[src/sv/tilt_pkg.sv]
package tilt_pkg;

  // Sample and angle formats
  localparam int SAMPLE_WIDTH    = 16;
  localparam int ANGLE_FRAC_BITS = 8;
  localparam int ANGLE_W         = 16;

  // Square root: radicand is (b^2 + c^2) << (2 * GUARD)
  localparam int GUARD  = 32 - SAMPLE_WIDTH;
  localparam int MAG_W  = SAMPLE_WIDTH + 1;
  localparam int SUM_W  = 2 * SAMPLE_WIDTH;
  localparam int ROOT_W = SAMPLE_WIDTH + GUARD;
  localparam int REM_W  = ROOT_W + 4;

  // CORDIC vectoring
  localparam int XY_W         = ROOT_W + 3;
  localparam int Z_FRAC       = 20;
  localparam int Z_W          = 29;
  localparam int CORDIC_STEPS = 24;
  localparam int STEP_IDX_W   = $clog2(CORDIC_STEPS);

  // atan(2^-i) in degrees, scaled by 2^Z_FRAC
  localparam int ATAN_TAB [CORDIC_STEPS] = '{
    47185920, 27855475, 14718068, 7471121, 3750058, 1876857, 938658, 469357,
    234682, 117342, 58671, 29335, 14668, 7334, 3667, 1833,
    917, 458, 229, 115, 57, 29, 14, 7
  };

  typedef struct packed {
    logic signed [SAMPLE_WIDTH-1:0] x_accel;
    logic signed [SAMPLE_WIDTH-1:0] y_accel;
    logic signed [SAMPLE_WIDTH-1:0] z_accel;
  } sample_t;

  typedef struct packed {
    logic signed [ANGLE_W-1:0] pitch_angle;
    logic signed [ANGLE_W-1:0] roll_angle;
  } angle_t;

  typedef struct packed {
    logic neg;
    logic zero_axis;
    logic zero_mag;
  } lane_flags_t;

  typedef struct packed {
    lane_flags_t        flags;
    logic [MAG_W-1:0]   mag;
    logic [SUM_W-1:0]   rad;
    logic [REM_W-1:0]   rem;
    logic [ROOT_W-1:0]  root;
  } sqrt_lane_t;

  typedef struct packed {
    logic             valid;
    sqrt_lane_t [1:0] lane;
  } sqrt_stage_t;

  typedef struct packed {
    lane_flags_t             flags;
    logic signed [XY_W-1:0]  x;
    logic signed [XY_W-1:0]  y;
    logic signed [Z_W-1:0]   z;
  } cordic_lane_t;

  typedef struct packed {
    logic               valid;
    cordic_lane_t [1:0] lane;
  } cordic_stage_t;

  function automatic logic signed [Z_W-1:0] atan_tab(input logic [STEP_IDX_W-1:0] idx);
    logic signed [Z_W-1:0] v;
    v = '0;
    if (int'(idx) < CORDIC_STEPS) begin
      v = Z_W'(ATAN_TAB[idx]);
    end
    return v;
  endfunction

endpackage

[src/sv/tilt_cordic_cell.sv]
module tilt_cordic_cell import tilt_pkg::*; (
  input  logic                  clk,
  input  logic                  rst,
  input  logic                  en,
  input  logic [STEP_IDX_W-1:0] step,
  input  cordic_stage_t         prev,
  output cordic_stage_t         cur
);

  // Rotate toward y = 0 and accumulate the angle.
  function automatic cordic_lane_t cordic_step(input cordic_lane_t l,
                                               input logic [STEP_IDX_W-1:0] i);
    cordic_lane_t           n;
    logic signed [XY_W-1:0] xs;
    logic signed [XY_W-1:0] ys;
    logic signed [Z_W-1:0]  t;
    n  = l;
    xs = l.x >>> i;
    ys = l.y >>> i;
    t  = atan_tab(i);
    if (!l.y[XY_W-1]) begin
      n.x = l.x + ys;
      n.y = l.y - xs;
      n.z = l.z + t;
    end else begin
      n.x = l.x - ys;
      n.y = l.y + xs;
      n.z = l.z - t;
    end
    return n;
  endfunction

  logic               cur_valid;
  cordic_lane_t [1:0] cur_lane;
  cordic_lane_t [1:0] cur_lane_next;

  always_comb begin
    for (int l = 0; l < 2; l++) begin
      cur_lane_next[l] = cordic_step(prev.lane[l], step);
    end
  end

  always_ff @(posedge clk) begin
    if (rst) begin
      cur_valid <= 1'b0;
    end else if (en) begin
      cur_valid <= prev.valid;
    end
  end

  always_ff @(posedge clk) begin
    if (en) begin
      cur_lane <= cur_lane_next;
    end
  end

  assign cur.valid = cur_valid;
  assign cur.lane  = cur_lane;

endmodule

[config.mk]
export PLATFORM = sky130hd
export DESIGN_NAME = tilt_cordic_cell
export DESIGN_NICKNAME = d
export VERILOG_FILES = /design/src/sv/tilt_pkg.sv /design/src/sv/tilt_cordic_cell.sv
export SDC_FILE = /design/constraint.sdc
export NUM_CORES = 1
export LEC_CHECK = 0
export BUFFER_PORTS_ARGS = -buffer_cell sky130_fd_sc_hd__buf_2
export CORE_ASPECT_RATIO = 0.7
export CORE_MARGIN = 2
export CORE_UTILIZATION = 55
export CTS_CLUSTER_DIAMETER = 30
export DETAILED_ROUTE_END_ITERATION = 10
export HOLD_SLACK_MARGIN = 0.06
export PLACE_DENSITY = 0.8
export SYNTH_ARGS = -nofsm -noshare
export SYNTH_HDL_FRONTEND = slang
export SYNTH_SLANG_ARGS = --single-unit
[constraint.sdc]
create_clock -name clk -period 7.6 [get_ports clk]
set_clock_uncertainty 0.1 [all_clocks]
set_input_delay 0.76 -clock clk [delete_from_list [all_inputs] [get_ports clk]]
set_output_delay 0.76 -clock clk [all_outputs]
set_load 0.01 [all_outputs]
==> run summary <==
Status - complete, no violations
Worst R2R Start - cur_valid$_SDFFE_PP0P_
Clk buf depth - 3
Critical Path AT - 7400 ps
Internal - 4.59 mW
Layout Cells excl Fill - 4603
Clk pin slew, worst setup/hold paths - 60 ps
Drt first pass iters - 7
Initial DRC count - 4896
HP Class - in -> reg
Sink Count - 205
Final hold vios - 0
Critical Path Sink - cur[98]$_DFFE_PP_
Total GRT Usage - 41.3%
Switching share of power - 39.9%
Final period util - 94.4%
Nets@finish - 4249
H-tree depth - 2
Clock share of power - 27.0%
DRC viols - 0
Die width - 286 um
# Post-CTS Setup Buffers - 0
NetSw - 3.04 mW
Post-synth ARST share - 0%
Number of cells produced by synthesis - 3368
Register area share after synthesis - 20.1%
Syn Std Cell Area - 30600 um^2
Global-route wire length before repair - 182 mm
Fraction of layout cells with a size suffix above 1 - 26.2%
Die area - 57600 um^2
Total gr overflow - 0
Post-Place Cell Area - 34100 um^2
Vias in the first global route - 28800
Slew margin rel. - 2.49%
Clock insertion delay at the later pin of the skew report - 580 ps
Routability congestion estimate - 1.09
CTS tree - built
Synth top area share - 20.0%
DP Wirelength - 95.4 mm
CTS Root Cell - clkbuf_16
Hold Path Depth - 2
Setup CP Type - in -> reg
Gate power share - 49.9%
Prevailing post-synth register cell - edfxtp_1
Post-Route Setup TNS - 0 ps
Static Leak - 15.0 nW
Site Rows - 72
Vias per inst - 6.91
Synth warn - 0
Worst setup startpoint - step[0]
Mapped Nets - 3794
Synth area leader - edfxtp_1
Initial antenna violation count - 3
Inst Count DP - 4515
P&R area growth vs syn - 16.8%
Fmax - 139 MHz
Starting Density - 55.5%
Routed WL - 123 mm
Avg Cell Area, Syn - 9.08 um^2
Reg2Reg Depth - 2
Pins Over Slew Limit - 0
R2R Path End - cur_valid$_SDFFE_PP0P_
Final ANT Viol Nets - 0
Netlist cell types - 114
RSZ-0062 raised after global routing - false
DR WL/cell - 26.8 um
Peak supply drop - 0.166 mV
Die H - 201 um
CP startpoint kind - input pin
Crit path required time - 7820 ps
Final setup violation count - 0
Fill count - 4586
R2R Setup Slk - 6900 ps
Final Critical Period - 7180 ps
Via Count - 31800
I/O pin cnt - 418
Power density over the cells - 214 nW/um^2
Crit-path max FO - 27
Max_cap viols - 0
Maximum number of pins on one net before global-route repair - 115
Leading post-synthesis cells by cell area - edfxtp_1 20%, mux4_2 12%, ha_1 8.5%
CP endpoint kind - flop
Core Region - 55100 um^2
Slew @ Worst Pin - 1460 ps
EDFF count, synth - 204
Post-route cell area - 35700 um^2
TritonCTS Buffers - 46
Yosys reg bits - 205
Reg power frac - 23.1%
Buffers added on ports - 417
-- stage by stage --
step	power (mW)	hold slack [ps]	utilization, %	setup WS (ps)
finish	7.63	236	64.8	423
global route	7.98	239	64.8	32.3
CTS	7.52	226	64.8	436
detailed placement	5.43	395	61.9	-119
global placement	5.39	373	61.9	-49.4
floorplan	4.16	362	-	18.4
-- sequential cells by signal (all words and copies together), names as in the netlist --
name / count
cur: 204
cur_valid: 1
-- power by group through the flow --
stage | sequential [mW] | combinational [mW] | clock [mW]
detailed placement | 1.77 | 3.65 | 0
global route | 1.78 | 4.06 | 2.13
floorplan | 1.93 | 2.23 | 0
CTS | 1.76 | 3.69 | 2.07
global placement | 1.77 | 3.62 | 0
finish | 1.76 | 3.81 | 2.06
-- how the worst min path moves through the flow --
stage	startpoint	to	slack, ps
2_1_floorplan	cur_valid$_SDFFE_PP0P_	cur_valid$_SDFFE_PP0P_	360
3_3_place_gp	cur_valid$_SDFFE_PP0P_	cur_valid$_SDFFE_PP0P_	370
3_5_place_dp	cur_valid$_SDFFE_PP0P_	cur_valid$_SDFFE_PP0P_	390
4_1_cts	rst	cur_valid$_SDFFE_PP0P_	230
5_1_grt	rst	cur_valid$_SDFFE_PP0P_	240
6_report	rst	cur_valid$_SDFFE_PP0P_	240
-- cells by family (layout without fill, tap and decap cells) --
group | count (synthesis) | after routing | synth area share [%]
buffers and inverters | 309 | 802 | 4.94
xor gates and xnor gates | 292 | 292 | 8.45
other | 0 | 2 | 0
AOI/OAI and AO/OA | 1012 | 1012 | 22.1
DFF | 205 | 205 | 20.1
muxes | 398 | 398 | 20.3
and+or+nand+nor | 939 | 939 | 15.3
adders and majority gates | 213 | 213 | 8.86
-- routing by layer --
layer  wire length [um]  vias up  part of all wire, %  GRT usage, %
met5                  0        -                    0             0
met4               3620        0                  2.9          10.6
met3              20600      283                   17          15.8
met2              48000     2624                   39          56.2
met1              51200    15000                   42          60.7
li1                   -    13900                    -             -
-- what timing repair did --
item | 4_1_cts | 5_1_grt
endpoints found under the setup margin | 0 | 2
resized for setup | 0 | 2
hold buffers | 0 | 0
hold endpoints to repair | 0 | 0
-- cell usage in the layout, fill, tap and decap left out, drive strengths merged, types with 24 or more instances in the layout --
master,instances
and2,43
buf,611
o21a,36
o31ai,26
a21oi,282
xnor2,193
a31oi,54
o211ai,24
a211oi,42
o21ai,165
clkbuf,54
and3,40
a221oi,27
nand2b,48
ha,207
a21o,85
nand3,58
nand2,250
xor2,97
nor3,67
mux4,167
or3,26
mux2,91
nor2b,37
inv,110
nor2,272
edfxtp,204
mux2i,140
o22ai,35
-- cell type report --
type,instances,area (um^2),share of cell area [%]
Tap cell,740,926,2.59
Multi-Input combinational cell,2854,23000,64.3
Clock buffer,53,1240,3.47
Sequential cell,205,6150,17.2
Clock inverter,33,348,0.974
Antenna cell,2,5.00,0.0140
Timing Repair Buffer,612,3710,10.4
Inverter,104,390,1.09
-- cell usage after synthesis, drive strengths merged, types with 19 or more instances --
library cell and instances:
clkbuf 86, a31oi 54, nand3 58, and3 40
o21ai 165, a211oi 42, o21a 36, a221oi 27
o21bai 20, o211ai 24, o31ai 26, mux4 167
a21oi 282, buf 119, or3 26, a22oi 23
a21boi 19, nand2b 48, mux2 91, mux2i 140
ha 207, xnor2 193, o22ai 35, nor2 272
nor2b 37, nor3 67, a21o 85, edfxtp 204
and2 43, inv 101, nand2 250, xor2 97
-- worst max-delay path: stages --
cell and delay, ps:
buf_8 210, buf_12 250, mux4_2 580, and2_1 190
a211oi_1 260, a21oi_1 110, a21oi_1 240, ha_1 260
inv_1 50, a2111oi_0 350, buf_4 190, nor3b_2 240
and3_1 300, nand4_1 180, or4_1 560, and2_1 190
o311ai_1 300, ha_1 310, a21o_1 180, a21o_1 170
a21oi_1 180, o21a_1 140, o21ai_0 100, a31oi_1 230
o21ai_0 180, o31ai_1 330, a21oi_1 140, xnor3_1 190
Power figures use the tool's default switching activity.
