**config.mk**
```make
export PLATFORM = sky130hd
export DESIGN_NAME = tilt_sqrt_cell
export DESIGN_NICKNAME = d
export VERILOG_FILES = /design/src/sv/tilt_pkg.sv /design/src/sv/tilt_sqrt_cell.sv
export SDC_FILE = /design/constraint.sdc
export NUM_CORES = 1
export LEC_CHECK = 0
export BUFFER_PORTS_ARGS = -buffer_cell sky130_fd_sc_hd__buf_4
export CAP_MARGIN = 5
export CORE_AREA = 2 2 190 192
export DETAILED_ROUTE_END_ITERATION = 12
export DIE_AREA = 0 0 192 194
export GPL_ROUTABILITY_DRIVEN = 0
export PLACE_DENSITY = 0.59
export SLEW_MARGIN = 20
export SYNTH_ARGS = -nofsm -noshare
export SYNTH_HDL_FRONTEND = slang
export SYNTH_SLANG_ARGS = --single-unit
export TNS_END_PERCENT = 10
```
**constraint.sdc**
```tcl
create_clock -name clk -period 8 [get_ports clk]
set_input_delay 1.2 -clock clk [delete_from_list [all_inputs] [get_ports clk]]
set_output_delay 1.2 -clock clk [all_outputs]
set_load 0.005 [all_outputs]
```
**src/sv/tilt_pkg.sv**
```systemverilog
package tilt_pkg;

  // Sample and angle formats
  localparam int SAMPLE_WIDTH    = 16;
  localparam int ANGLE_FRAC_BITS = 8;
  localparam int ANGLE_W         = 16;

  // Square root: radicand is (b^2 + c^2) << (2 * GUARD)
  localparam int GUARD  = 32 - SAMPLE_WIDTH;
  localparam int MAG_W  = SAMPLE_WIDTH + 1;
  localparam int SUM_W  = 2 * SAMPLE_WIDTH;
  localparam int ROOT_W = SAMPLE_WIDTH + GUARD;
  localparam int REM_W  = ROOT_W + 4;

  // CORDIC vectoring
  localparam int XY_W         = ROOT_W + 3;
  localparam int Z_FRAC       = 20;
  localparam int Z_W          = 29;
  localparam int CORDIC_STEPS = 24;
  localparam int STEP_IDX_W   = $clog2(CORDIC_STEPS);

  // atan(2^-i) in degrees, scaled by 2^Z_FRAC
  localparam int ATAN_TAB [CORDIC_STEPS] = '{
    47185920, 27855475, 14718068, 7471121, 3750058, 1876857, 938658, 469357,
    234682, 117342, 58671, 29335, 14668, 7334, 3667, 1833,
    917, 458, 229, 115, 57, 29, 14, 7
  };

  typedef struct packed {
    logic signed [SAMPLE_WIDTH-1:0] x_accel;
    logic signed [SAMPLE_WIDTH-1:0] y_accel;
    logic signed [SAMPLE_WIDTH-1:0] z_accel;
  } sample_t;

  typedef struct packed {
    logic signed [ANGLE_W-1:0] pitch_angle;
    logic signed [ANGLE_W-1:0] roll_angle;
  } angle_t;

  typedef struct packed {
    logic neg;
    logic zero_axis;
    logic zero_mag;
  } lane_flags_t;

  typedef struct packed {
    lane_flags_t        flags;
    logic [MAG_W-1:0]   mag;
    logic [SUM_W-1:0]   rad;
    logic [REM_W-1:0]   rem;
    logic [ROOT_W-1:0]  root;
  } sqrt_lane_t;

  typedef struct packed {
    logic             valid;
    sqrt_lane_t [1:0] lane;
  } sqrt_stage_t;

  typedef struct packed {
    lane_flags_t             flags;
    logic signed [XY_W-1:0]  x;
    logic signed [XY_W-1:0]  y;
    logic signed [Z_W-1:0]   z;
  } cordic_lane_t;

  typedef struct packed {
    logic               valid;
    cordic_lane_t [1:0] lane;
  } cordic_stage_t;

  function automatic logic signed [Z_W-1:0] atan_tab(input logic [STEP_IDX_W-1:0] idx);
    logic signed [Z_W-1:0] v;
    v = '0;
    if (int'(idx) < CORDIC_STEPS) begin
      v = Z_W'(ATAN_TAB[idx]);
    end
    return v;
  endfunction

endpackage

```
**src/sv/tilt_sqrt_cell.sv**
```systemverilog
module tilt_sqrt_cell import tilt_pkg::*; (
  input  logic        clk,
  input  logic        rst,
  input  logic        en,
  input  sqrt_stage_t prev,
  output sqrt_stage_t cur
);

  // One root bit per cell: shift in two radicand bits, try subtracting 4r+1.
  function automatic sqrt_lane_t sqrt_step(input sqrt_lane_t l);
    sqrt_lane_t        n;
    logic [REM_W-1:0]  rem_sh;
    logic [REM_W-1:0]  trial;
    n      = l;
    rem_sh = {l.rem[REM_W-3:0], l.rad[SUM_W-1:SUM_W-2]};
    trial  = REM_W'({l.root, 2'b01});
    n.rad  = {l.rad[SUM_W-3:0], 2'b00};
    if (rem_sh >= trial) begin
      n.rem  = rem_sh - trial;
      n.root = {l.root[ROOT_W-2:0], 1'b1};
    end else begin
      n.rem  = rem_sh;
      n.root = {l.root[ROOT_W-2:0], 1'b0};
    end
    return n;
  endfunction

  logic             cur_valid;
  sqrt_lane_t [1:0] cur_lane;
  sqrt_lane_t [1:0] cur_lane_next;

  always_comb begin
    for (int l = 0; l < 2; l++) begin
      cur_lane_next[l] = sqrt_step(prev.lane[l]);
    end
  end

  always_ff @(posedge clk) begin
    if (rst) begin
      cur_valid <= 1'b0;
    end else if (en) begin
      cur_valid <= prev.valid;
    end
  end

  always_ff @(posedge clk) begin
    if (en) begin
      cur_lane <= cur_lane_next;
    end
  end

  assign cur.valid = cur_valid;
  assign cur.lane  = cur_lane;

endmodule

```
==> metrics.log <==
INFO  metric drt-pass1-iter-count = 5
INFO  metric largest_net_degree_at_the_start_of_global_routing = 117
INFO  metric cts_resizes = 0
INFO  metric startpoint = prev[0]
INFO  metric portBuffers = 476
INFO  metric cp_common_cell = sky130_fd_sc_hd__o21ai_0
INFO  metric postCtsSetupBuffers = 0
INFO  metric most_numerous_cell_in_the_yosys_netlist = sky130_fd_sc_hd__edfxtp_1
INFO  metric worst_ir_drop_vdd = 172.1 uV
INFO  metric path_depth = 14
INFO  metric post_synth_main_area_contributors = sky130_fd_sc_hd__edfxtp_1 60%, sky130_fd_sc_hd__ha_1 7.2%, sky130_fd_sc_hd__o21ai_0 3.9%
INFO  metric top_delay_family_on_crit_path = compound AO/OA/AOI/OAI gates
INFO  metric tns = 0 ns
INFO  metric post_drt_via_cell_ratio = 4.816
INFO  metric crit_chain = buf_4 -> inv_1 -> ha_1 -> nor2b_1 -> o21ai_0 -> a21oi_1 -> o21ai_0 -> a31oi_4 -> a21oi_2 -> o21ba_2 -> buf_4 -> inv_1 -> o21ai_0 -> nand2_1
INFO  metric post-route-drc-count = 0
INFO  metric filler_cell_count = 3288
INFO  metric cts_buffer_depth = 3
INFO  metric power_report.internal_total = 2.592 mW
INFO  metric arrival = 4.76 ns
INFO  metric via_count_of_the_first_global_routing_pass = 9248
INFO  metric multi_input_comb_area = 4252 um2
INFO  metric worst_r2r_endpoint = cur_valid
INFO  metric grt-ovfl-total = 0
INFO  metric cts.htree.levels = 1
INFO  metric register_area = 7107 um2
INFO  metric design.portCount = 485
INFO  metric cts_tree = done
INFO  metric yosysTopAreaCellShare = 59.80%
INFO  metric crit-reg2reg-launch = cur_valid
INFO  metric tightestPinTransition = 1.000 ns
INFO  metric mappedNetlistArea = 11850 um2
INFO  metric wire_length_of_the_first_global_routing_pass = 53920 um
INFO  metric worst_setup_path_start_kind = input pin
INFO  metric clk_root_buffer_cell = sky130_fd_sc_hd__clkbuf_16
INFO  metric ant_nets = 0
INFO  metric cp-end-kind = flip-flop
INFO  metric r2r_slack = 7.41 ns
INFO  metric critical_path.n_buffers_inverters = 4
INFO  metric max_freq = 0.2238 GHz
INFO  metric clk-insertion-delay-late = 0.55 ns
INFO  metric die-width = 192 um
INFO  metric area_growth = 41.25%
INFO  metric synth_cell_types = 67
INFO  metric worst_slew_margin_rel = 33.30%
INFO  metric post_cts_hold_buffers = 0
INFO  metric row_count = 69
INFO  metric yosys_warnings = 0
INFO  metric critical_path_required = 8.29 ns
INFO  metric syn_avg_cell_area = 11.87 um2
INFO  metric placedCellCount = 1907
INFO  metric post-synth-top-area-cell = sky130_fd_sc_hd__edfxtp_1
INFO  metric overall_via_count_from_detail_route = 9444
INFO  metric die_y = 194 um
INFO  metric final-hold-violation-count = 0
INFO  metric synth_commonest_cells = 236 x sky130_fd_sc_hd__edfxtp_1, 103 x sky130_fd_sc_hd__nand2_1, 93 x sky130_fd_sc_hd__o21ai_0
INFO  metric detail_route.wl_per_cell = 18.66 um
INFO  metric async_reset_ff_share = 0%
INFO  metric p_sw_share = 26.42%
INFO  metric hpwl = 28840 um
INFO  metric start_util = 33.64%
INFO  metric cts_num_sinks = 237
INFO  metric cpMaxStageDelayCell = sky130_fd_sc_hd__o21ba_2
INFO  metric static-leakage-power = 7.297 nW
INFO  metric post_route_cells_drive_above_1_share = 35.85%
INFO  metric yosys_register_bits = 237
INFO  metric layout_worst_path_cycle_share = 55.86%
INFO  metric numCtsBuffers = 28
INFO  metric worst_setup_hold_path_clk_slew = 0.06 ns
INFO  metric synthCells = 998
INFO  metric antenna_violations_before_repair = 2
INFO  metric switchingPower = 930.4 uW
INFO  metric finalWirelength = 36580 um
INFO  metric worst-path-max-fanout = 36
INFO  metric floorplan.core_area = 35220 um2
INFO  metric ff2ff_path_depth = 2
INFO  metric number_of_max_cap_violations = 0
INFO  metric design.die.area = 37250 um2
INFO  metric worstSetupPathType = in2reg
INFO  metric rsz0062_at_grt = no
INFO  metric report.final.slew_viol_count = 0
INFO  metric grt_util_all_layers = 18.86%
INFO  metric timing.clock.skew = 0 ns
INFO  metric synth-seq-area-share = 59.97%
INFO  metric instances_no_fill = 1961
INFO  metric timing.final.setup_violations = 0
INFO  metric dominantRegCellSynth = sky130_fd_sc_hd__edfxtp_1
INFO  metric hold_crit_path_type = reg2reg
INFO  metric finalCriticalPeriod = 4.469 ns
INFO  metric run_status = finished, final reports clean
INFO  metric seq_power_share = 44.6%
INFO  metric critPathCapture = cur[51]
INFO  metric comb_power_share = 21.6%
INFO  metric drt-initial-drc-count = 478
INFO  metric slowest_stage_delay_on_critical_path = 0.65 ns
INFO  metric design.final.nets = 1788
INFO  metric pwr_density_cell = 210.4 nW/um2
INFO  metric power_frac_clock = 33.8%
INFO  metric synth_edf_count = 236
cell type report:
| cell class | count | area share [%] |
|---|---|---|
| Clock inverter | 17 | 0.7774 |
| Inverter | 88 | 1.973 |
| Tap cell | 461 | 3.446 |
| Timing Repair Buffer | 480 | 21.57 |
| Sequential cell | 237 | 42.46 |
| Antenna cell | 2 | 0.02990 |
| Multi-Input combinational cell | 641 | 25.40 |
| Clock buffer | 35 | 4.343 |
worst min path at each step:
stage,startpoint,endpoint,slack (ns),depth (start not counted)
after global placement,cur_valid,cur_valid,0.48,2
after global routing,cur_valid,cur_valid,0.58,2
after CTS,cur_valid,cur_valid,0.51,2
after floorplan,cur_valid,cur_valid,0.46,2
after detailed placement,cur_valid,cur_valid,0.50,2
final,cur_valid,cur_valid,0.51,2
sequential cells by signal (all words and copies together) (netlist names):
signal	count
cur	236
cur_valid	1
stage by stage:
step | power, mW | setup WS, ns | hold WS, ns | utilization, % | area (um2)
floorplan | 1.927 | 4.386 | 0.4617 | - | 11860
global placement | 2.350 | 3.002 | 0.4823 | 45.07 | 15880
detailed placement | 2.359 | 3.025 | 0.4951 | 45.07 | 15880
CTS | 3.573 | 3.604 | 0.5127 | 47.51 | 16730
global route | 3.697 | 3.248 | 0.5811 | 47.52 | 16740
finish | 3.522 | 3.531 | 0.5071 | 47.52 | 16740
routing by layer:
metal | GRT usage, % | vias to the layer above | wire length, um
li1 | - | 4621 | -
met1 | 24.23 | 4413 | 15070
met2 | 31.43 | 362 | 17680
met3 | 4.434 | 48 | 2955
met4 | 5.824 | 0 | 879
met5 | 0 | - | 0
cells in the final DEF (no fill, tap or decap), types with 5 or more instances in the layout:
master and n:
sky130_fd_sc_hd__and2_1 8, sky130_fd_sc_hd__o21ai_0 93, sky130_fd_sc_hd__buf_4 479, sky130_fd_sc_hd__inv_1 88, sky130_fd_sc_hd__xor2_1 29, sky130_fd_sc_hd__a31oi_1 8
sky130_fd_sc_hd__nor2_1 35, sky130_fd_sc_hd__edfxtp_1 236, sky130_fd_sc_hd__nor3_1 12, sky130_fd_sc_hd__a211o_1 6, sky130_fd_sc_hd__a21oi_1 59, sky130_fd_sc_hd__xnor2_1 33
sky130_fd_sc_hd__o21a_1 7, sky130_fd_sc_hd__o31ai_1 5, sky130_fd_sc_hd__nand4_1 11, sky130_fd_sc_hd__and3_1 6, sky130_fd_sc_hd__clkinv_2 5, sky130_fd_sc_hd__nor2b_1 11
sky130_fd_sc_hd__nand2b_1 7, sky130_fd_sc_hd__clkbuf_1 7, sky130_fd_sc_hd__a21o_1 27, sky130_fd_sc_hd__nand3_1 23, sky130_fd_sc_hd__nand2_1 102, sky130_fd_sc_hd__or2_2 5
sky130_fd_sc_hd__ha_1 68, sky130_fd_sc_hd__clkbuf_16 28, sky130_fd_sc_hd__o21bai_1 6, sky130_fd_sc_hd__o211ai_1 6, sky130_fd_sc_hd__clkinv_1 5
power by group through the flow:
stage               clock (mW)  combinational (mW)  sequential, mW
finish                    1.19               0.762            1.57
detailed placement           0               0.763            1.60
floorplan                    0               0.319            1.61
CTS                       1.24               0.767            1.57
global placement             0               0.758            1.59
global route              1.28               0.837            1.58
cell families (layout without fill, tap and decap cells):
family          after synthesis  after routing  share of synthesized area (%)
compound gates              258            258                          13.57
simple gates                244            244                          9.957
flops                       237            237                          59.97
buf+inv                     123            620                          4.266
fa+ha+maj                    68             68                          7.180
xor+xnor                     62             62                          4.582
mux                           5              5                         0.4435
other cells                   1              6                        0.03165
worst min-delay path, cell delays in order (launching register included):
cell                      delay (ns)
sky130_fd_sc_hd__dfxtp_1        0.33
sky130_fd_sc_hd__mux2i_1        0.07
sky130_fd_sc_hd__nor2_1         0.07
Note: power is estimated with default switching activity, not from simulation.
