$ cat config.mk
export PLATFORM = sky130hd
export DESIGN_NAME = tilt_finish
export DESIGN_NICKNAME = d
export VERILOG_FILES = /design/src/sv/tilt_pkg.sv /design/src/sv/tilt_finish.sv
export SDC_FILE = /design/constraint.sdc
export NUM_CORES = 1
export LEC_CHECK = 0
export BUFFER_PORTS_ARGS = -buffer_cell sky130_fd_sc_hd__buf_4
export CORE_AREA = 2 2 94 96
export CTS_BUF_LIST = sky130_fd_sc_hd__clkbuf_16
export DETAILED_ROUTE_END_ITERATION = 10
export DIE_AREA = 0 0 96 98
export HOLD_SLACK_MARGIN = 0.02
export PLACE_DENSITY = 0.81
export SLEW_MARGIN = 10
export SYNTH_ARGS = -nofsm -noshare
export SYNTH_HDL_FRONTEND = slang
export SYNTH_SLANG_ARGS = --single-unit
$ cat constraint.sdc
create_clock -name clk -period 13.3 [get_ports clk]
set_input_delay 0.665 -clock clk [delete_from_list [all_inputs] [get_ports clk]]
set_output_delay 0.665 -clock clk [all_outputs]
set_load 0.02 [all_outputs]
$ cat src/sv/tilt_pkg.sv
package tilt_pkg;

  // Sample and angle formats
  localparam int SAMPLE_WIDTH    = 16;
  localparam int ANGLE_FRAC_BITS = 8;
  localparam int ANGLE_W         = 16;

  // Square root: radicand is (b^2 + c^2) << (2 * GUARD)
  localparam int GUARD  = 32 - SAMPLE_WIDTH;
  localparam int MAG_W  = SAMPLE_WIDTH + 1;
  localparam int SUM_W  = 2 * SAMPLE_WIDTH;
  localparam int ROOT_W = SAMPLE_WIDTH + GUARD;
  localparam int REM_W  = ROOT_W + 4;

  // CORDIC vectoring
  localparam int XY_W         = ROOT_W + 3;
  localparam int Z_FRAC       = 20;
  localparam int Z_W          = 29;
  localparam int CORDIC_STEPS = 24;
  localparam int STEP_IDX_W   = $clog2(CORDIC_STEPS);

  // atan(2^-i) in degrees, scaled by 2^Z_FRAC
  localparam int ATAN_TAB [CORDIC_STEPS] = '{
    47185920, 27855475, 14718068, 7471121, 3750058, 1876857, 938658, 469357,
    234682, 117342, 58671, 29335, 14668, 7334, 3667, 1833,
    917, 458, 229, 115, 57, 29, 14, 7
  };

  typedef struct packed {
    logic signed [SAMPLE_WIDTH-1:0] x_accel;
    logic signed [SAMPLE_WIDTH-1:0] y_accel;
    logic signed [SAMPLE_WIDTH-1:0] z_accel;
  } sample_t;

  typedef struct packed {
    logic signed [ANGLE_W-1:0] pitch_angle;
    logic signed [ANGLE_W-1:0] roll_angle;
  } angle_t;

  typedef struct packed {
    logic neg;
    logic zero_axis;
    logic zero_mag;
  } lane_flags_t;

  typedef struct packed {
    lane_flags_t        flags;
    logic [MAG_W-1:0]   mag;
    logic [SUM_W-1:0]   rad;
    logic [REM_W-1:0]   rem;
    logic [ROOT_W-1:0]  root;
  } sqrt_lane_t;

  typedef struct packed {
    logic             valid;
    sqrt_lane_t [1:0] lane;
  } sqrt_stage_t;

  typedef struct packed {
    lane_flags_t             flags;
    logic signed [XY_W-1:0]  x;
    logic signed [XY_W-1:0]  y;
    logic signed [Z_W-1:0]   z;
  } cordic_lane_t;

  typedef struct packed {
    logic               valid;
    cordic_lane_t [1:0] lane;
  } cordic_stage_t;

  function automatic logic signed [Z_W-1:0] atan_tab(input logic [STEP_IDX_W-1:0] idx);
    logic signed [Z_W-1:0] v;
    v = '0;
    if (int'(idx) < CORDIC_STEPS) begin
      v = Z_W'(ATAN_TAB[idx]);
    end
    return v;
  endfunction

endpackage

$ cat src/sv/tilt_finish.sv
module tilt_finish import tilt_pkg::*; (
  input  logic          clk,
  input  logic          rst,
  input  logic          en,
  input  cordic_stage_t prev,
  output logic          angle_valid,
  output angle_t        angle
);

  localparam logic signed [Z_W-1:0] Z_MAX      = Z_W'(90 * 2**Z_FRAC);
  localparam logic signed [Z_W-1:0] ROUND_HALF = Z_W'(2**(Z_FRAC - 1 - ANGLE_FRAC_BITS));
  localparam logic signed [Z_W-1:0] FULL       = Z_W'(90 * 2**ANGLE_FRAC_BITS);

  // Clamp, round half up, apply sign and the degenerate cases.
  function automatic logic [ANGLE_W-1:0] finish_lane(input cordic_lane_t l);
    logic signed [Z_W-1:0] zc;
    logic signed [Z_W-1:0] r;
    zc = l.z;
    if (zc < 0) begin
      zc = '0;
    end
    if (zc > Z_MAX) begin
      zc = Z_MAX;
    end
    r = (zc + ROUND_HALF) >>> (Z_FRAC - ANGLE_FRAC_BITS);
    if (r > FULL) begin
      r = FULL;
    end
    if (l.flags.zero_mag) begin
      r = FULL;
    end
    if (l.flags.neg) begin
      r = -r;
    end
    if (l.flags.zero_axis) begin
      r = '0;
    end
    return r[ANGLE_W-1:0];
  endfunction

  angle_t angle_next;

  always_comb begin
    angle_next.pitch_angle = finish_lane(prev.lane[0]);
    angle_next.roll_angle  = finish_lane(prev.lane[1]);
  end

  always_ff @(posedge clk) begin
    if (rst) begin
      angle_valid <= 1'b0;
    end else if (en) begin
      angle_valid <= prev.valid;
    end
  end

  always_ff @(posedge clk) begin
    if (en) begin
      angle <= angle_next;
    end
  end

endmodule

==> results of run 1 <==
-- through the flow --
step / std cells / setup slack (ns) / area [µm²]
after floorplan: 441 / 7.40 / 3500
after global placement: 633 / 7.14 / 4310
after detailed placement: 633 / 7.04 / 4310
after CTS: 641 / 7.30 / 4480
after global routing: 641 / 6.83 / 4480
final: 641 / 7.30 / 4480
-- kinds of logic after synthesis --
logic type      after synthesis  synth area share
xor+xnor                     35            0.0876
flops                        33             0.280
fa+ha+maj                     4            0.0143
simple gates                225             0.341
compound gates              100             0.206
mux                          10            0.0300
buf+inv                      34            0.0408
-- metal layers --
metal,up-vias,share of wire
li1,1850,-
met1,1685,0.48
met2,127,0.45
met3,5,0.062
met4,0,0.0082
met5,-,0
-- report_power, final --
| group | total, W | internal [W] | switching, W | leakage (nW) |
|---|---|---|---|---|
| Combinational | 0.000129 | 0.0000534 | 0.0000755 | 1.29 |
| Sequential | 0.000127 | 0.000125 | 0.00000256 | 0.315 |
| Clock | 0.000125 | 0.0000868 | 0.0000384 | 0.0826 |
| Total | 0.000382 | 0.000265 | 0.000116 | 1.69 |
-- sequential cells by signal (all words and copies together), names as in the netlist --
register and cells:
angle 32, angle_valid 1
-- worst max-delay path: cells and delay by family --
family	cells	cell delay (ns)
buffers and inverters	1	0.13
and+or+nand+nor	10	2.95
adders and majority gates	2	0.49
muxes	1	0.25
xor gates and xnor gates	1	0.16
AOI/OAI and AO/OA	6	1.38
-- area by class of cell --
class                           instances  area, µm²  share of cell area
Multi-Input combinational cell        374       2380               0.531
Timing Repair Buffer                  101        758               0.169
Clock inverter                          3       37.5             0.00838
Sequential cell                        33        981               0.219
Tap cell                              108        135              0.0302
Clock buffer                            5        125              0.0279
Inverter                               17       63.8              0.0143
-- layout by cell type, fill, tap and decap left out, drive strengths merged, types with 3 or more instances in the layout --
cell type and n:
a211oi 5, a21oi 20, a2bb2oi 3, a311oi 3, a31oi 4, and2 6, and3 7, buf 101
clkbuf 5, edfxtp 32, ha 4, inv 18, mux2 4, mux2i 6, nand2 46, nand2b 8
nand3 19, nand3b 3, nand4 9, nand4b 4, nor2 55, nor2b 4, nor3 19, nor3b 3
nor4 11, o21a 4, o21ai 21, o31a 3, o31ai 10, o32ai 3, o41ai 3, or2 6
or3 6, or4 12, xnor2 23, xor2 12
-- worst min path at each step --
stage / from / end / slack [ns] / cells past startpoint
global route: angle_valid / angle_valid / 0.57 / 2
floorplan: angle_valid / angle_valid / 0.58 / 2
detailed placement: angle_valid / angle_valid / 0.49 / 2
CTS: angle_valid / angle_valid / 0.50 / 2
global placement: angle_valid / angle_valid / 0.49 / 2
finish: angle_valid / angle_valid / 0.50 / 2
==> metrics.txt, run 1 <==
ANT nets after route 0; FMAX ~170 MHz; Slew Limit Fails 0; Hold Crit Class reg -> reg; Worst path slowest cell or4_4; worst r2r src angle_valid; max-cap violations 0; status completed; Ports 241; CTS hold repair buffers 0; pin count of the biggest net entering global routing 34; clock latency on the worst-skew pair about 0.27 ns; Setup CP Type in -> reg; Data arrival, critical path slightly above 6 ns; ys flop type edfxtp_1; met2 usage 0.295; Root Driver clkbuf_16; register bit total from synthesis 33; critical path capture point type register; WL final ~9300 µm; routed length per placed instance 14.6 µm; TritonCTS Buffers 5; RSZ-0062 raised after global routing false; Total GRT Usage 0.196; IO Port Bufs 100; final core occ 0.529; first-pass GRT wire length between 15,000 and 20,000 µm; reg2reg path depth 2; Vias around 3,700; Synth Cell Area around 0.0035 mm²; Fillers 815; Final GP Congestion approximately 0.9; CP peak stage delay about 0.53 ns; Syn Inst Count 441; R2R setup slack ~13 ns; Post-CTS Setup Inserts 0; dpl hpwl 7440 µm; antenna cells 0; Clock Skews 0 ns; layout cells sized above 1 0.242; Max Fanout on Critical Path 11; Setup-failing EPs final 0; dominant cells by area after synthesis edfxtp_1, nor2_1, xnor2_1, nand2_1, xor2_1; Synth area leader edfxtp_1; final net count between 700 and 800; syn_nets 653; number of flops mapped to enable cells by yosys 32; post-CTS sizing 0; FFs w/ async S/R, synth 0; sequential area share after synthesis 0.280; final hold viol count 0; initial antenna violation count 0; initial core utilization 0.413; worst slew pin tran between 0.5 and 0.6 ns; layer with the highest usage met1; area added between synthesis and finish 27.9%; Synth cell types 70; pwr/cell area between 80 and 90 mW/mm²; CTS Buffer Depth 2; clock sink count 33; Overall Power about 0.00038 W; Worst slew margin 0.657; Fin Hold WS ~0.5 ns; top cell type's share of synthesized area 0.275; most common cell in the netlist nor2_1; Die Y slightly below 100 µm; Worst Setup EP angle[14]; crit path time final about 6 ns; worst r2r dst angle_valid; Die Area 0.00941 mm²; cell breakdown of the critical path buf_4 > or4_1 > or4_4 > o21ai_4 > and2_4 > and3_1 > ha_1 > nand4_1 > nor3_1 > mux2i_1 > o32ai_1 > a2bb2oi_1 > a311oi_2 > nor2_1 > nand2_1 > ha_1 > o21ai_1 > or4_4 > o41ai_2 > xnor2_1 > nor2_1; Avg Cell Area, Syn approximately 7.9 µm²; H-tree levels 2; DRT iter0 DRCs 296; met3 GRT Util 0.0239; grt ovf 0; Std-Cell Rows 34; setup TNS 0 ns; CTS tree built; drt pass-1 iters 5; WP data required between 10 and 15 ns; met1 Track Usage GR 0.296; Peak VDD IR between 0.05 and 0.06 mV; synth warn 0; Reg clk slew, reported paths approximately 0.050 ns; total core area ~0.0085 mm²; vias in the first global route roughly 3,200; Final Cycle Share 0.451; routed vias/inst 5.72; startpoint types input port; Static Leak 1.69 nW; crit path launch prev[124]; commonest cells in the netlist nor2_1, nand2_1, edfxtp_1; DRC viols 0; die width ~96 µm
Power figures use the tool's default switching activity.
==> run 2, diff against run 1 <==
--- a/config.mk
+++ b/config.mk
@@ -6,12 +6,12 @@
 export NUM_CORES = 1
 export LEC_CHECK = 0
 export BUFFER_PORTS_ARGS = -buffer_cell sky130_fd_sc_hd__buf_4
-export CORE_AREA = 2 2 94 96
+export CORE_MARGIN = 2
+export CORE_UTILIZATION = 43
 export CTS_BUF_LIST = sky130_fd_sc_hd__clkbuf_16
 export DETAILED_ROUTE_END_ITERATION = 10
-export DIE_AREA = 0 0 96 98
 export HOLD_SLACK_MARGIN = 0.02
-export PLACE_DENSITY = 0.81
+export PLACE_DENSITY = 0.83
 export SLEW_MARGIN = 10
 export SYNTH_ARGS = -nofsm -noshare
 export SYNTH_HDL_FRONTEND = slang
==> constraint.sdc (replaced) <==
create_clock -name clk -period 6 [get_ports clk]
set_input_delay 0.3 -clock clk [delete_from_list [all_inputs] [get_ports clk]]
set_output_delay 0.3 -clock clk [all_outputs]
set_load 0.02 [all_outputs]
==> run 2 against run 1 <==
Net effect:
- via count down 1.0%
- sequential share of layout area about the same
- critical path depth unchanged
- clock skew unchanged
- final cell count down 0.62%
- non-clock buffer count up 2
- worst setup slack worse by 6.9 ns
- highest routed layer unchanged
==> metrics.txt, run 2 (synthesis results as in run 1) <==
status completed; area added between synthesis and finish 28.1%; vias in the first global route 3,310 (+2.4%); ANT nets after route 0 (unchanged); Die Area 0.00888 mm² (-5.6%); total core area 0.00781 mm² (-7.8%); Fin Hold WS 0.211 ns (-0.288 ns); Top delay family on crit path simple AND/OR/NAND/NOR gates; WL final 9230 µm (-1.3%); crit path launch prev[124]; most frequent cells in the layout buf_4, nor2_1, nand2_1; Std-Cell Rows 32 (-5.9%); Static Leak 1.70 nW (+0.56%); Final Cycle Share 0.931; Max Fanout on Critical Path 11 (unchanged); critical path capture point type register; final core occ 0.574 (+0.0455); cell breakdown of the critical path buf_4 > or4_1 > or4_4 > o21ai_4 > and2_4 > and3_1 > ha_1 > nand4_1 > nor3_1 > mux2i_1 > o32ai_1 > a2bb2oi_1 > a311oi_2 > nor2_1 > nand2_1 > ha_1 > o21ai_1 > nand2_1 > o311ai_1 > xnor2_1 > nor2_1; CTS hold repair buffers 0 (unchanged); R2R setup slack 5.34 ns (-7.38 ns); final net count 746 (+0.27%); DRC viols 0 (unchanged); CP peak stage delay 0.52 ns (about the same); most common cell after layout, fill and taps aside buf_4; Vias 3,630 (-1.0%); routed vias/inst 5.70 (-0.39%); Fillers 740 (-9.2%); DRT iter0 DRCs 283 (-4.4%); Hold Crit Class in -> reg; Setup-failing EPs final 0 (unchanged); Slew Limit Fails 0 (unchanged); initial antenna violation count 0 (unchanged); crit path time final between 5 and 6 ns; TritonCTS Buffers 5 (unchanged); post-CTS sizing 0 (unchanged); worst r2r dst angle_valid; Worst Path Buf+Inv 1 (unchanged); Ports 241 (unchanged); Comb power frac 0.340 (+0.002); die width 94.2 µm (-1.9%); pwr/cell area 187 mW/mm² (+120%); Overall Power 0.000840 W (+120%); first-pass GRT wire length 15,300 µm (+1.2%); clock sink count 33 (unchanged); biggest regs angle x32, angle_valid x1; Worst slew margin 0.626 (-0.0308); Worst path slowest cell or4_1; clock latency on the worst-skew pair 0.27 ns (about the same); Root Driver clkbuf_16; pin count of the biggest net entering global routing 34 (unchanged); CTS tree built; Final GP Congestion 0.886 (+1.4%); Peak VDD IR 0.107 mV (+99%); Clk pwr share 0.323 (-0.005); Reg clk slew, reported paths 0.05 ns (about the same); largest reg by FF count angle; worst slew pin tran 0.561 ns (+0.0462 ns); Hold Path End angle_valid; max-cap violations 0 (unchanged); Net Switching 0.000251 W (+120%); WP data required 6.02 ns (-7.30 ns); Post-CTS Setup Inserts 0 (unchanged); grt ovf 0 (unchanged); initial core utilization 0.448 (+0.0348); antenna cells 0 (unchanged); reg2reg path depth 2 (unchanged); worst r2r src angle_valid; layout cells sized above 1 0.245 (+0.00283); Sequential Power Share 0.336 (+0.002); Internal Power 0.000588 W (+120%); Setup CP Type in -> reg; Clock Skews 0 ns (unchanged); H-tree levels 2 (unchanged); hold_sp rst; dpl hpwl 7270 µm (-2.3%); Die Y 94.2 µm (-3.9%); final hold viol count 0 (unchanged); footprint of the multi-input gates 0.00238 mm² (unchanged); Register Area 981 µm² (unchanged); Largest register FFs 32 (unchanged); drt pass-1 iters 5 (unchanged); setup TNS 0 ns (unchanged); FMAX 179 MHz; Total GRT Usage 0.209 (+0.0132); routed length per placed instance 14.5 µm (-0.70%); worst hold path depth 2 (unchanged); Data arrival, critical path 5.61 ns (-0.42 ns); sw frac 0.299 (-0.00601); startpoint types input port; RSZ-0062 raised after global routing false; CTS Buffer Depth 2 (unchanged); IO Port Bufs 100 (unchanged)
-- run 2: cell types whose count changed in the layout (fill, tap and decap cells not counted), sizes merged --
| cell | delta |
|---|---|
| buf | +2 |
-- run 2: power by group through the flow --
| stage | Combinational, W | Clock, W | Sequential (W) |
|---|---|---|---|
| finish | 0.000286 | 0.000271 | 0.000282 |
| global placement | 0.000277 | 0 | 0.000286 |
| global route | 0.000314 | 0.000284 | 0.000284 |
| CTS | 0.000284 | 0.000275 | 0.000283 |
| floorplan | 0.000149 | 0 | 0.000313 |
| detailed placement | 0.000282 | 0 | 0.000287 |
-- run 2: worst max-delay path by stage --
stage | end | slack, ns | cells after the start
floorplan | angle[24] | 0.47 | 24
global placement | angle[14] | 0.22 | 21
detailed placement | angle[14] | 0.20 | 21
CTS | angle[14] | 0.45 | 21
global route | angle[10] | 0.001 | 21
finish | angle[10] | 0.41 | 21
-- run 2: per-stage QoR --
step | area, µm² | setup slack (ns) | instances
floorplan | 3500 | 0.467 | 441
finish | 4480 | 0.413 | 637
global placement | 4320 | 0.223 | 629
global route | 4480 | 0.00105 | 637
CTS | 4480 | 0.449 | 637
detailed placement | 4320 | 0.203 | 629
-- run 2: layout make-up --
| class | count | area share |
|---|---|---|
| clock inverters | 3 | 0.00837 |
| clock buffers | 5 | 0.0279 |
| flip-flops and latches | 33 | 0.219 |
| repair buffers | 103 | 0.172 |
| well taps | 102 | 0.0285 |
| multi-input cells | 374 | 0.530 |
| inverters | 17 | 0.0142 |
-- run 2: per-layer routing --
metal / up-vias / share of wire / wire [µm] / GRT usage
li1: 1853 / - / - / -
met1: 1623 / 0.50 / 4580 / 0.312
met2: 144 / 0.44 / 4030 / 0.324
met3: 10 / 0.054 / 495 / 0.0144
met4: 0 / 0.013 / 120 / 0.0616
met5: - / 0 / 0 / 0
-- run 2: worst register-to-register path: cells and delay by family (launching register included) --
family | cells | cell delay (ns)
flops | 1 | 0.32
mux | 1 | 0.18
simple gates | 1 | 0.06
